## src/hdl/masked_cosine_similarity_unit_macros.svh

```systemverilog
// Assertion macros shared by the masked cosine similarity unit.
// Depends on nothing; included by the modules that check their own logic.
`ifndef MASKED_COSINE_SIMILARITY_UNIT_MACROS_SVH
`define MASKED_COSINE_SIMILARITY_UNIT_MACROS_SVH

// Same-cycle implication under reset.
`define MCS_ASSERT_NOW(label, clk, rst, ante, cons) \
   label: assert property (@(posedge clk) disable iff (rst) (ante) |-> (cons)) \
      else $error("check failed");

// Next-cycle implication under reset.
`define MCS_ASSERT_NEXT(label, clk, rst, ante, cons) \
   label: assert property (@(posedge clk) disable iff (rst) (ante) |=> (cons)) \
      else $error("check failed");

`endif

```

## src/hdl/mcs_pkg.sv

```systemverilog
`timescale 1ns / 1ps
// Shared types and constants of the masked cosine similarity unit.
// Depends on nothing.
package mcs_pkg;

   localparam int SUM_BITS = 48;
   localparam int ONE_Q14  = 16384;

   typedef struct packed {
      logic signed [SUM_BITS-1:0] dot;
      logic [SUM_BITS-1:0]        first_norm;
      logic [SUM_BITS-1:0]        second_norm;
   } sums_type;

endpackage

```

## src/hdl/mcs_queue.sv

```systemverilog
`timescale 1ns / 1ps
// Two-entry queue of finished sums between the front and back parts.
// Depends on mcs_pkg and the assertion macro header.
`include "masked_cosine_similarity_unit_macros.svh"
module mcs_queue import mcs_pkg::*; (
   input  logic     clock,
   input  logic     reset,
   input  logic     push,
   input  sums_type push_data,
   input  logic     pop,
   output sums_type head,
   output logic     empty,
   output logic     full
);

   sums_type   slot_ff [2];
   logic       wptr_ff, wptr_in, rptr_ff, rptr_in;
   logic [1:0] count_ff, count_in;

   assign empty = (count_ff == 2'd0);
   assign full  = (count_ff == 2'd2);
   assign head  = slot_ff[rptr_ff];

   always_comb begin
      wptr_in  = push ? ~wptr_ff : wptr_ff;
      rptr_in  = pop ? ~rptr_ff : rptr_ff;
      count_in = count_ff + {1'b0, push} - {1'b0, pop};
   end

   always_ff @(posedge clock) begin
      if (push) begin
         slot_ff[wptr_ff] <= push_data;
      end
   end

   always_ff @(posedge clock) begin
      if (reset) begin
         wptr_ff  <= 1'b0;
         rptr_ff  <= 1'b0;
         count_ff <= 2'd0;
      end else begin
         wptr_ff  <= wptr_in;
         rptr_ff  <= rptr_in;
         count_ff <= count_in;
      end
   end

   `MCS_ASSERT_NOW(a_no_overflow, clock, reset, push, !full)
   `MCS_ASSERT_NOW(a_no_underflow, clock, reset, pop, !empty)
   `MCS_ASSERT_NOW(a_ptr_count, clock, reset, count_ff != 2'd1, wptr_ff == rptr_ff)

endmodule

```

## config.mk

```make
export PLATFORM = sky130hd
export DESIGN_NAME = mcs_queue
export DESIGN_NICKNAME = d
export VERILOG_FILES = /design/src/hdl/mcs_pkg.sv /design/src/hdl/mcs_queue.sv
export VERILOG_INCLUDE_DIRS = /design/src /design/src/hdl
export SDC_FILE = /design/constraint.sdc
export NUM_CORES = 1
export LEC_CHECK = 0
export BUFFER_PORTS_ARGS = -buffer_cell sky130_fd_sc_hd__buf_2
export CORE_ASPECT_RATIO = 1.2
export CORE_MARGIN = 8
export CORE_UTILIZATION = 47
export DETAILED_ROUTE_END_ITERATION = 6
export PLACE_DENSITY = 0.76
export SETUP_SLACK_MARGIN = 0.4
export SLEW_MARGIN = 0
export SYNTH_ARGS = -nofsm -noshare
export SYNTH_HDL_FRONTEND = slang
export SYNTH_SLANG_ARGS = --single-unit
export TNS_END_PERCENT = 100
```

## constraint.sdc

```tcl
create_clock -name clock -period 9.1 [get_ports clock]
set_input_delay 2.73 -clock clock [delete_from_list [all_inputs] [get_ports clock]]
set_output_delay 2.73 -clock clock [all_outputs]
set_load 0.01 [all_outputs]
```

==> impl_results.md <==
- Status: complete, no violations
- Global route overflow: 0
- CTS Buf Count: 28
- Layout Cells excl Fill: 1,094
- Fin. Hold Viols: 0
- Setup crit start kind: flop
- Post-synthesis xor/xnor area fraction: 0.3693%
- Clock Tree Buf Depth: 3
- WHS: 0.5271 ns
- Mapped Avg Cell Area: 23.12 sq um
- Syn Nets: 619
- CP required: 6.37 ns
- Routed Antenna Nets: 0
- Wirelength, routed: 21,960 microns
- Fmax achieved: 171.6 MHz
- Arrival time at the worst endpoint: 3.10 ns
- Multiplexer share of the synthesized area: 17.03%
- Area delta synth->final: 24.63%
- Initial DRC Count: 274
- Post-DP HPWL: 14,940 microns
- Synthesized-area fraction occupied by adder cells: 0.2308%
- Gate Count Post-Synth: 469
- Wirelength per Cell: 20.07 microns
- Initial antenna violation count: 8
- Final setup fails: 0
- Peak supply drop: 0.1910 mV
- Top Usage Layer GRT: met2
- Slew @ Worst Pin: 1.089 ns
- Pwr/cell area: 227.2 nW/um^2
- Post-synth EDFFs: 288
- Pre-antenna DRT Iters: 4
- GR Util met1: 15.34%
- Max-slew headroom: 27.39%
- Largest net degree at the start of global routing: 79
- Fillers: 1,730
- Synth async-reset ratio: 0%
- Layout cell share with drive strength beyond 1: 60.07%
- Final worst slack: 3.272 ns
- Path depth of the worst reg2reg path: 2
- CP Class: flop to output port
- Post-synth top area share: 79.77%
- GR Util met2: 26.61%
- Leak: 5.195 nW
- RSZ-0062 raised after global routing: false
- Htree depth: 1
- Post-synth cell types: 13
- Largest area contributor in the netlist: edfxtp_1
- Root Driver: clkbuf_16
- Global-route wire length before repair: 32,560 microns
- Total GRT Usage: 14.88%
- #FFs+latches synth: 293
- CTS tree: yes
- Setup_tns: 0 ns
- Utilization after layout: 59.01%
- Clk_skew: 0.01666 ns
- Final min period: 5.828 ns
- Max Cap Viol: 0
- Final worst-path cycle share: 64.04%
- Crit path capture type: output port
- Die height: 182.4 microns
- # port buffers: 293
- Slew Viols, Final: 0
- Routability cong.: 0.7170
- Top cells by count, synth: 288 x edfxtp_1, 84 x mux2_2, 60 x mux2_4, 8 x buf_2, 8 x buf_6
- Total power: 3.070 mW
- Postcts setup bufs: 0
- # IOs: 294
- Compound-Gate Fraction of Synth Area: 0%
- Post-synthesis simple-gate area fraction: 0.4039%
- Main combinational cell family by area after synthesis: multiplexers
- Number of remaining DRC errors: 0
- Die ar.: 28,200 sq um
- Post-route cell area: 13,510 sq um
- Vias: 5,424
- # rows: 61
- Clk Latency, worst-skew pair: 0.53 ns
- Part of the Yosys area used for sequential elements: 80.69%
- Die width: 154.6 microns
- Met3 Usage GRT: 5.797%
- Yosys synthesis warning count: 0
- Cell Area, Synth: 10,840 sq um
- Inst Count DP: 1,035
- Top FF cell, synth: edfxtp_1
- CORE AREA: 22,900 sq um
- Critical path peak fanout: 66
- DP Worst Slack: 3.790 ns
- Hold Path Depth: 2
- Fin nets: 932
- Hold Buf Count CTS: 0
- Cells resized by post-CTS repair: 0
- Clock slew at reported path FFs: 0.06 ns
- Initial Util: 47.35%
- R2r setup slk: 6.50 ns
- Via-per-instance ratio: 4.958
- Min-Delay Path Class: flop to flop
- Total clock sinks: 293
- Placed inst area: 12,590 sq um
- Largest cells by area after synthesis: edfxtp_1 80%, mux2_2 8.7%, mux2_4 8.3%
- Vias in the first global route: 5,912
- Top-count cell post-synth: edfxtp_1
## per-layer routing
| metal | share of wire [%] | vias up |
|---|---|---|
| li1 | - | 2505 |
| met1 | 35 | 2647 |
| met2 | 52 | 221 |
| met3 | 9.9 | 47 |
| met4 | 3.0 | 4 |
| met5 | 0.12 | - |
## where the power goes
group | internal, mW | switching (mW)
combinational | 0.168 | 0.168
clock | 0.663 | 0.460
sequential | 1.58 | 0.0330
## cells in the final DEF, fill, tap and decap left out, drive strengths merged
cell / n
mux2: 144
edfxtp: 288
clkinvlp: 1
clkbuf: 34
diode: 7
and2: 1
nor2b: 3
inv: 2
clkinv: 14
nor2: 5
dfxtp: 5
xnor3: 1
buf: 299
xnor2: 2
ha: 2
bufinv: 3
## final cells by class
type	instances	area (sq um)	area share (%)
Clock inverter	18	158.9	1.176
Sequential cell	293	8752	64.77
Timing Repair Buffer	299	1511	11.19
Clock buffer	34	744.5	5.510
Tap cell	283	354.1	2.621
Multi-Input combinational cell	158	1966	14.55
Antenna cell	7	17.52	0.1296
Inverter	2	7.507	0.05556
## state kept, by name, summed over array words and instances (netlist names), named ones only
| signal | count |
|---|---|
| slot_ff | 288 |
| rptr_ff | 1 |
| wptr_ff | 1 |
| count_ff | 2 |
## worst max-delay path, stage by stage, from the launching register on
cell and delay (ns):
dfxtp_4 0.99, buf_4 0.85, mux2_2 0.43, buf_2 0.15
## kinds of logic (layout without fill, tap and decap cells)
| group | Yosys count | count (layout) |
|---|---|---|
| other | 0 | 7 |
| XOR/XNOR | 3 | 3 |
| adder cells (fa/ha/maj) | 2 | 2 |
| multiplexers | 144 | 144 |
| AND/OR/NAND/NOR | 9 | 9 |
| flip-flops | 293 | 293 |
| buffers and inverters | 18 | 353 |
## final timing paths
| check | endpoint | start |
|---|---|---|
| setup / recovery | head[78] | flop |
| hold / removal | rptr_ff$_SDFFE_PP0P_ | rptr_ff$_SDFFE_PP0P_ |
| setup reg to reg | slot_ff[1][116]$_DFFE_PP_ | wptr_ff$_SDFFE_PP0P_ |
| hold reg to reg | rptr_ff$_SDFFE_PP0P_ | rptr_ff$_SDFFE_PP0P_ |
(Power assumes the default switching activity.)
