### src/hdl/masked_cosine_similarity_unit_macros.svh
// Assertion macros shared by the masked cosine similarity unit.
// Depends on nothing; included by the modules that check their own logic.
`ifndef MASKED_COSINE_SIMILARITY_UNIT_MACROS_SVH
`define MASKED_COSINE_SIMILARITY_UNIT_MACROS_SVH

// Same-cycle implication under reset.
`define MCS_ASSERT_NOW(label, clk, rst, ante, cons) \
   label: assert property (@(posedge clk) disable iff (rst) (ante) |-> (cons)) \
      else $error("check failed");

// Next-cycle implication under reset.
`define MCS_ASSERT_NEXT(label, clk, rst, ante, cons) \
   label: assert property (@(posedge clk) disable iff (rst) (ante) |=> (cons)) \
      else $error("check failed");

`endif

### src/hdl/mcs_pkg.sv
`timescale 1ns / 1ps
// Shared types and constants of the masked cosine similarity unit.
// Depends on nothing.
package mcs_pkg;

   localparam int SUM_BITS = 48;
   localparam int ONE_Q14  = 16384;

   typedef struct packed {
      logic signed [SUM_BITS-1:0] dot;
      logic [SUM_BITS-1:0]        first_norm;
      logic [SUM_BITS-1:0]        second_norm;
   } sums_type;

endpackage

### src/hdl/mcs_front.sv
`timescale 1ns / 1ps
// Front part: takes element transfers and keeps the saturating sums.
// Depends on mcs_pkg; pushes finished sums into mcs_queue.
module mcs_front import mcs_pkg::*; #(
   parameter int VALUE_BITS = 16
) (
   input  logic              clock,
   input  logic              reset,
   input  logic              req_valid,
   output logic              req_stall,
   input  logic signed [15:0] req_first_value,
   input  logic signed [15:0] req_second_value,
   input  logic              req_use_feature,
   input  logic              req_last_element,
   input  logic              queue_full,
   output logic              push,
   output sums_type          push_data
);

   localparam int PB = 2 * VALUE_BITS;
   localparam int DW = SUM_BITS + 2;
   localparam logic signed [DW-1:0] DOT_HI = DW'(signed'({1'b0, {(SUM_BITS-1){1'b1}}}));
   localparam logic signed [DW-1:0] DOT_LO = -DOT_HI - DW'(1);
   localparam logic [SUM_BITS:0] NORM_HI = {1'b0, {SUM_BITS{1'b1}}};

   logic signed [SUM_BITS-1:0] dot_ff, dot_in;
   logic [SUM_BITS-1:0]        n1_ff, n1_in, n2_ff, n2_in;
   logic [31:0]                a_raw, b_raw;
   logic signed [VALUE_BITS-1:0] a_v, b_v;
   logic signed [PB-1:0]       ab, aa, bb;
   logic signed [DW-1:0]       dot_sum;
   logic [SUM_BITS:0]          n1_sum, n2_sum;
   logic                       accept;
   sums_type                   next_sums;

   assign req_stall = queue_full;
   assign accept    = req_valid && !req_stall;

   assign a_raw = {16'b0, req_first_value};
   assign b_raw = {16'b0, req_second_value};
   assign a_v   = signed'(a_raw[VALUE_BITS-1:0]);
   assign b_v   = signed'(b_raw[VALUE_BITS-1:0]);
   assign ab    = PB'(a_v) * PB'(b_v);
   assign aa    = PB'(a_v) * PB'(a_v);
   assign bb    = PB'(b_v) * PB'(b_v);

   always_comb begin
      dot_sum = DW'(dot_ff) + DW'(ab);
      n1_sum  = {1'b0, n1_ff} + (SUM_BITS + 1)'($unsigned(aa));
      n2_sum  = {1'b0, n2_ff} + (SUM_BITS + 1)'($unsigned(bb));
      next_sums.dot         = dot_ff;
      next_sums.first_norm  = n1_ff;
      next_sums.second_norm = n2_ff;
      if (req_use_feature) begin
         if (dot_sum > DOT_HI) begin
            next_sums.dot = DOT_HI[SUM_BITS-1:0];
         end else if (dot_sum < DOT_LO) begin
            next_sums.dot = DOT_LO[SUM_BITS-1:0];
         end else begin
            next_sums.dot = dot_sum[SUM_BITS-1:0];
         end
         next_sums.first_norm  = (n1_sum > NORM_HI) ? NORM_HI[SUM_BITS-1:0]
                                                    : n1_sum[SUM_BITS-1:0];
         next_sums.second_norm = (n2_sum > NORM_HI) ? NORM_HI[SUM_BITS-1:0]
                                                    : n2_sum[SUM_BITS-1:0];
      end
      dot_in = dot_ff;
      n1_in  = n1_ff;
      n2_in  = n2_ff;
      if (accept) begin
         if (req_last_element) begin
            dot_in = '0;
            n1_in  = '0;
            n2_in  = '0;
         end else begin
            dot_in = next_sums.dot;
            n1_in  = next_sums.first_norm;
            n2_in  = next_sums.second_norm;
         end
      end
   end

   assign push      = accept && req_last_element;
   assign push_data = next_sums;

   always_ff @(posedge clock) begin
      if (reset) begin
         dot_ff <= '0;
         n1_ff  <= '0;
         n2_ff  <= '0;
      end else begin
         dot_ff <= dot_in;
         n1_ff  <= n1_in;
         n2_ff  <= n2_in;
      end
   end

endmodule

### config.mk
export PLATFORM = sky130hd
export DESIGN_NAME = mcs_front
export DESIGN_NICKNAME = d
export VERILOG_FILES = /design/src/hdl/masked_cosine_similarity_unit_macros.svh /design/src/hdl/mcs_pkg.sv /design/src/hdl/mcs_front.sv
export SDC_FILE = /design/constraint.sdc
export NUM_CORES = 2
export LEC_CHECK = 0
export BUFFER_PORTS_ARGS = -buffer_cell sky130_fd_sc_hd__buf_2
export CORE_MARGIN = 2
export CORE_UTILIZATION = 29
export DETAILED_ROUTE_END_ITERATION = 7
export PLACE_DENSITY = 0.4
export SYNTH_ARGS = -nofsm -noshare
export SYNTH_HDL_FRONTEND = slang
export SYNTH_SLANG_ARGS = --single-unit
### constraint.sdc
create_clock -name clock -period 29.5 [get_ports clock]
set_input_delay 5.9 -clock clock [delete_from_list [all_inputs] [get_ports clock]]
set_output_delay 5.9 -clock clock [all_outputs]
set_load 0.01 [all_outputs]
==> run metrics <==
Chip Width 386 µm; Critical Path RT 23600 ps; main flop type after synthesis dfxtp_1; first-pass GRT wire length 212000 µm; min cycle time layout 22180 ps; DRT Wirelength 135000 µm; largest net degree at the start of global routing 61; asr flop ratio synth 0; Arr. time, crit path 16280 ps; Synth-to-Final Area Change 8.42%; via/cell ratio a little under 5; clk sinks 144; cts hold-fix bufs 0; Placer Congestion 0.843; Crit. End Element primary output; post-synthesis compound-gate area fraction 0.132; DP HPWL 107000 µm; commonest non-fill, non-tap cells in the layout inv_1 (1002), fa_1 (840), nand2_1 (499); number of global-route vias before repair ~36000; Nets 6203; EDFF count, synth 0; worst-margin pin slew about 1300 ps; CTS clk-pin slew, worst paths around 70 ps; setup repair bufs after CTS 0; # resized after CTS 0; status finished clean; final design utilization 0.316; sequential element share of the synthesized area 0.0680; Synth Instances 4899; Critical Path Slowest Stage Cell nor2_1; Mapped Nets 6158; TritonCTS buffer count 17; synthesized area per cell just under 9 µm²; main combinational cell family by area after synthesis adder cells; post-synthesis register bit count 144; Critical Path Source Type primary input; Max-cap violations 0; fmax 45.1 MHz; Slew Limit Fails 0; DRT iter0 DRCs roughly 1700; Tcrit/Tclk final 0.752; DR pass1 iterations 7; Final Skew 22.6 ps; Synth cell types 87; Routed WL per cell 19.6 µm; GRT Resource Usage Total 0.186; drt drc 0; core footprint 0.145 mm²; Synth Area in Adders 0.510; RSZ-0062 raised after global routing false; Worst Hold Class reg -> reg; XOR/XNOR Fraction of Synth Area 0.0380; critical path peak fanout 27; # fillers 15700; critical path's top delay family adder cells; setup TNS 0 ps; Clock Latency Late Sink ~540 ps; Die ar. 0.149 mm²; I/O pins 184; Remaining Overflow, GRT 0; antenna violations before repair 8; CP Class in -> out; Root Buffer clkbuf_16; Rows 140; Port Buffer Count 183; Ys Warns 0; simple-gate share of the synthesized area 0.138; Die Y a little under 400 µm; starting density of the core 0.291; Clock Tree Buf Depth 2; H-tree depth 4; total vias in the final route ~33000; Final Hold Violating Endpoints 0; Critical Path Max Stage Delay 960 ps; commonest non-fill, non-tap cell in the layout inv_1; Mapped Area 0.0424 mm²; final antenna-violating net count 0; CP Buf/Inv Count 5; post-synthesis mux area share 0.00487; Setup Viol. Count Final 0; layout cells sized above 1 0.0684; Relative slew margins 0.132; critical path's most frequent cell fa_1; CTS tree yes
Yosys cell counts, types with 52 or more instances:
library cell  number  share of area
dfxtp_1          144          0.068
nand2_1          500          0.044
a21oi_1          251          0.030
clkbuf_1         189          0.017
nor3_1            52         0.0061
a31oi_1           66         0.0097
inv_1           1002          0.089
nand3_1           57         0.0067
a21o_1            98          0.017
ha_1             380           0.11
nor2_1           317          0.028
and2_1           159          0.023
fa_1             841           0.40
xnor2_1          137          0.028
o21ai_0           96          0.011
per-layer routing:
layer	wire length, µm	part of all wire	global-route usage
met4	1400	0.010	0.0291
met1	62500	0.46	0.256
met3	4030	0.030	0.0198
met5	33	0.00024	0
met2	66800	0.50	0.319
cell families after synthesis:
logic type / Yosys count
DFF: 144
muxes: 19
xor gates and xnor gates: 184
and+or+nand+nor: 1271
buffers and inverters: 1226
adders and majority gates: 1221
AOI/OAI and AO/OA: 834
worst min-delay path, stage by stage (launching register included):
cell and delay [ps]:
dfxtp_1 330, nand2_1 50, o211ai_1 70
registers in the layout, summed over array words and instances, names as in the netlist:
name / cells
dot_ff: 48
n2_ff: 48
n1_ff: 48
final timing paths:
| kind | slack [ps] | end | startpoint | depth (start not counted) |
|---|---|---|---|---|
| worst max-delay path | 7320 | push_data[28] | req_second_value[3] | 29 |
| worst min-delay path | 480 | dot_ff[15] | dot_ff[15] | 2 |
| worst max register to register | 22590 | dot_ff[43] | dot_ff[8] | 19 |
| worst min register to register | 480 | dot_ff[15] | dot_ff[15] | 2 |
cell type report:
type                            instances  area (µm²)  share of cell area
Multi-Input combinational cell       3529       34900               0.759
Timing Repair Buffer                  240        1350              0.0294
Tap cell                             1917        2400              0.0522
Inverter                             1012        3800              0.0827
Antenna cell                            1        2.50           0.0000545
Clock inverter                         15         191             0.00417
Clock buffer                           17         425             0.00926
Sequential cell                       144        2880              0.0628
stage by stage:
step	setup slack [ps]	std cells	hold WS, ps	cell area [µm²]
4_1_cts	7270	6874	486	45900
3_5_place_dp	7320	6842	471	45300
6_report	7320	6875	482	45900
5_1_grt	6670	6874	503	45900
2_1_floorplan	9710	4899	443	42400
3_3_place_gp	7330	6842	453	45300
Power is left out: the tool's default activity adds up to more than one toggle a clock period on the data nets, which glitch-free logic cannot reach.
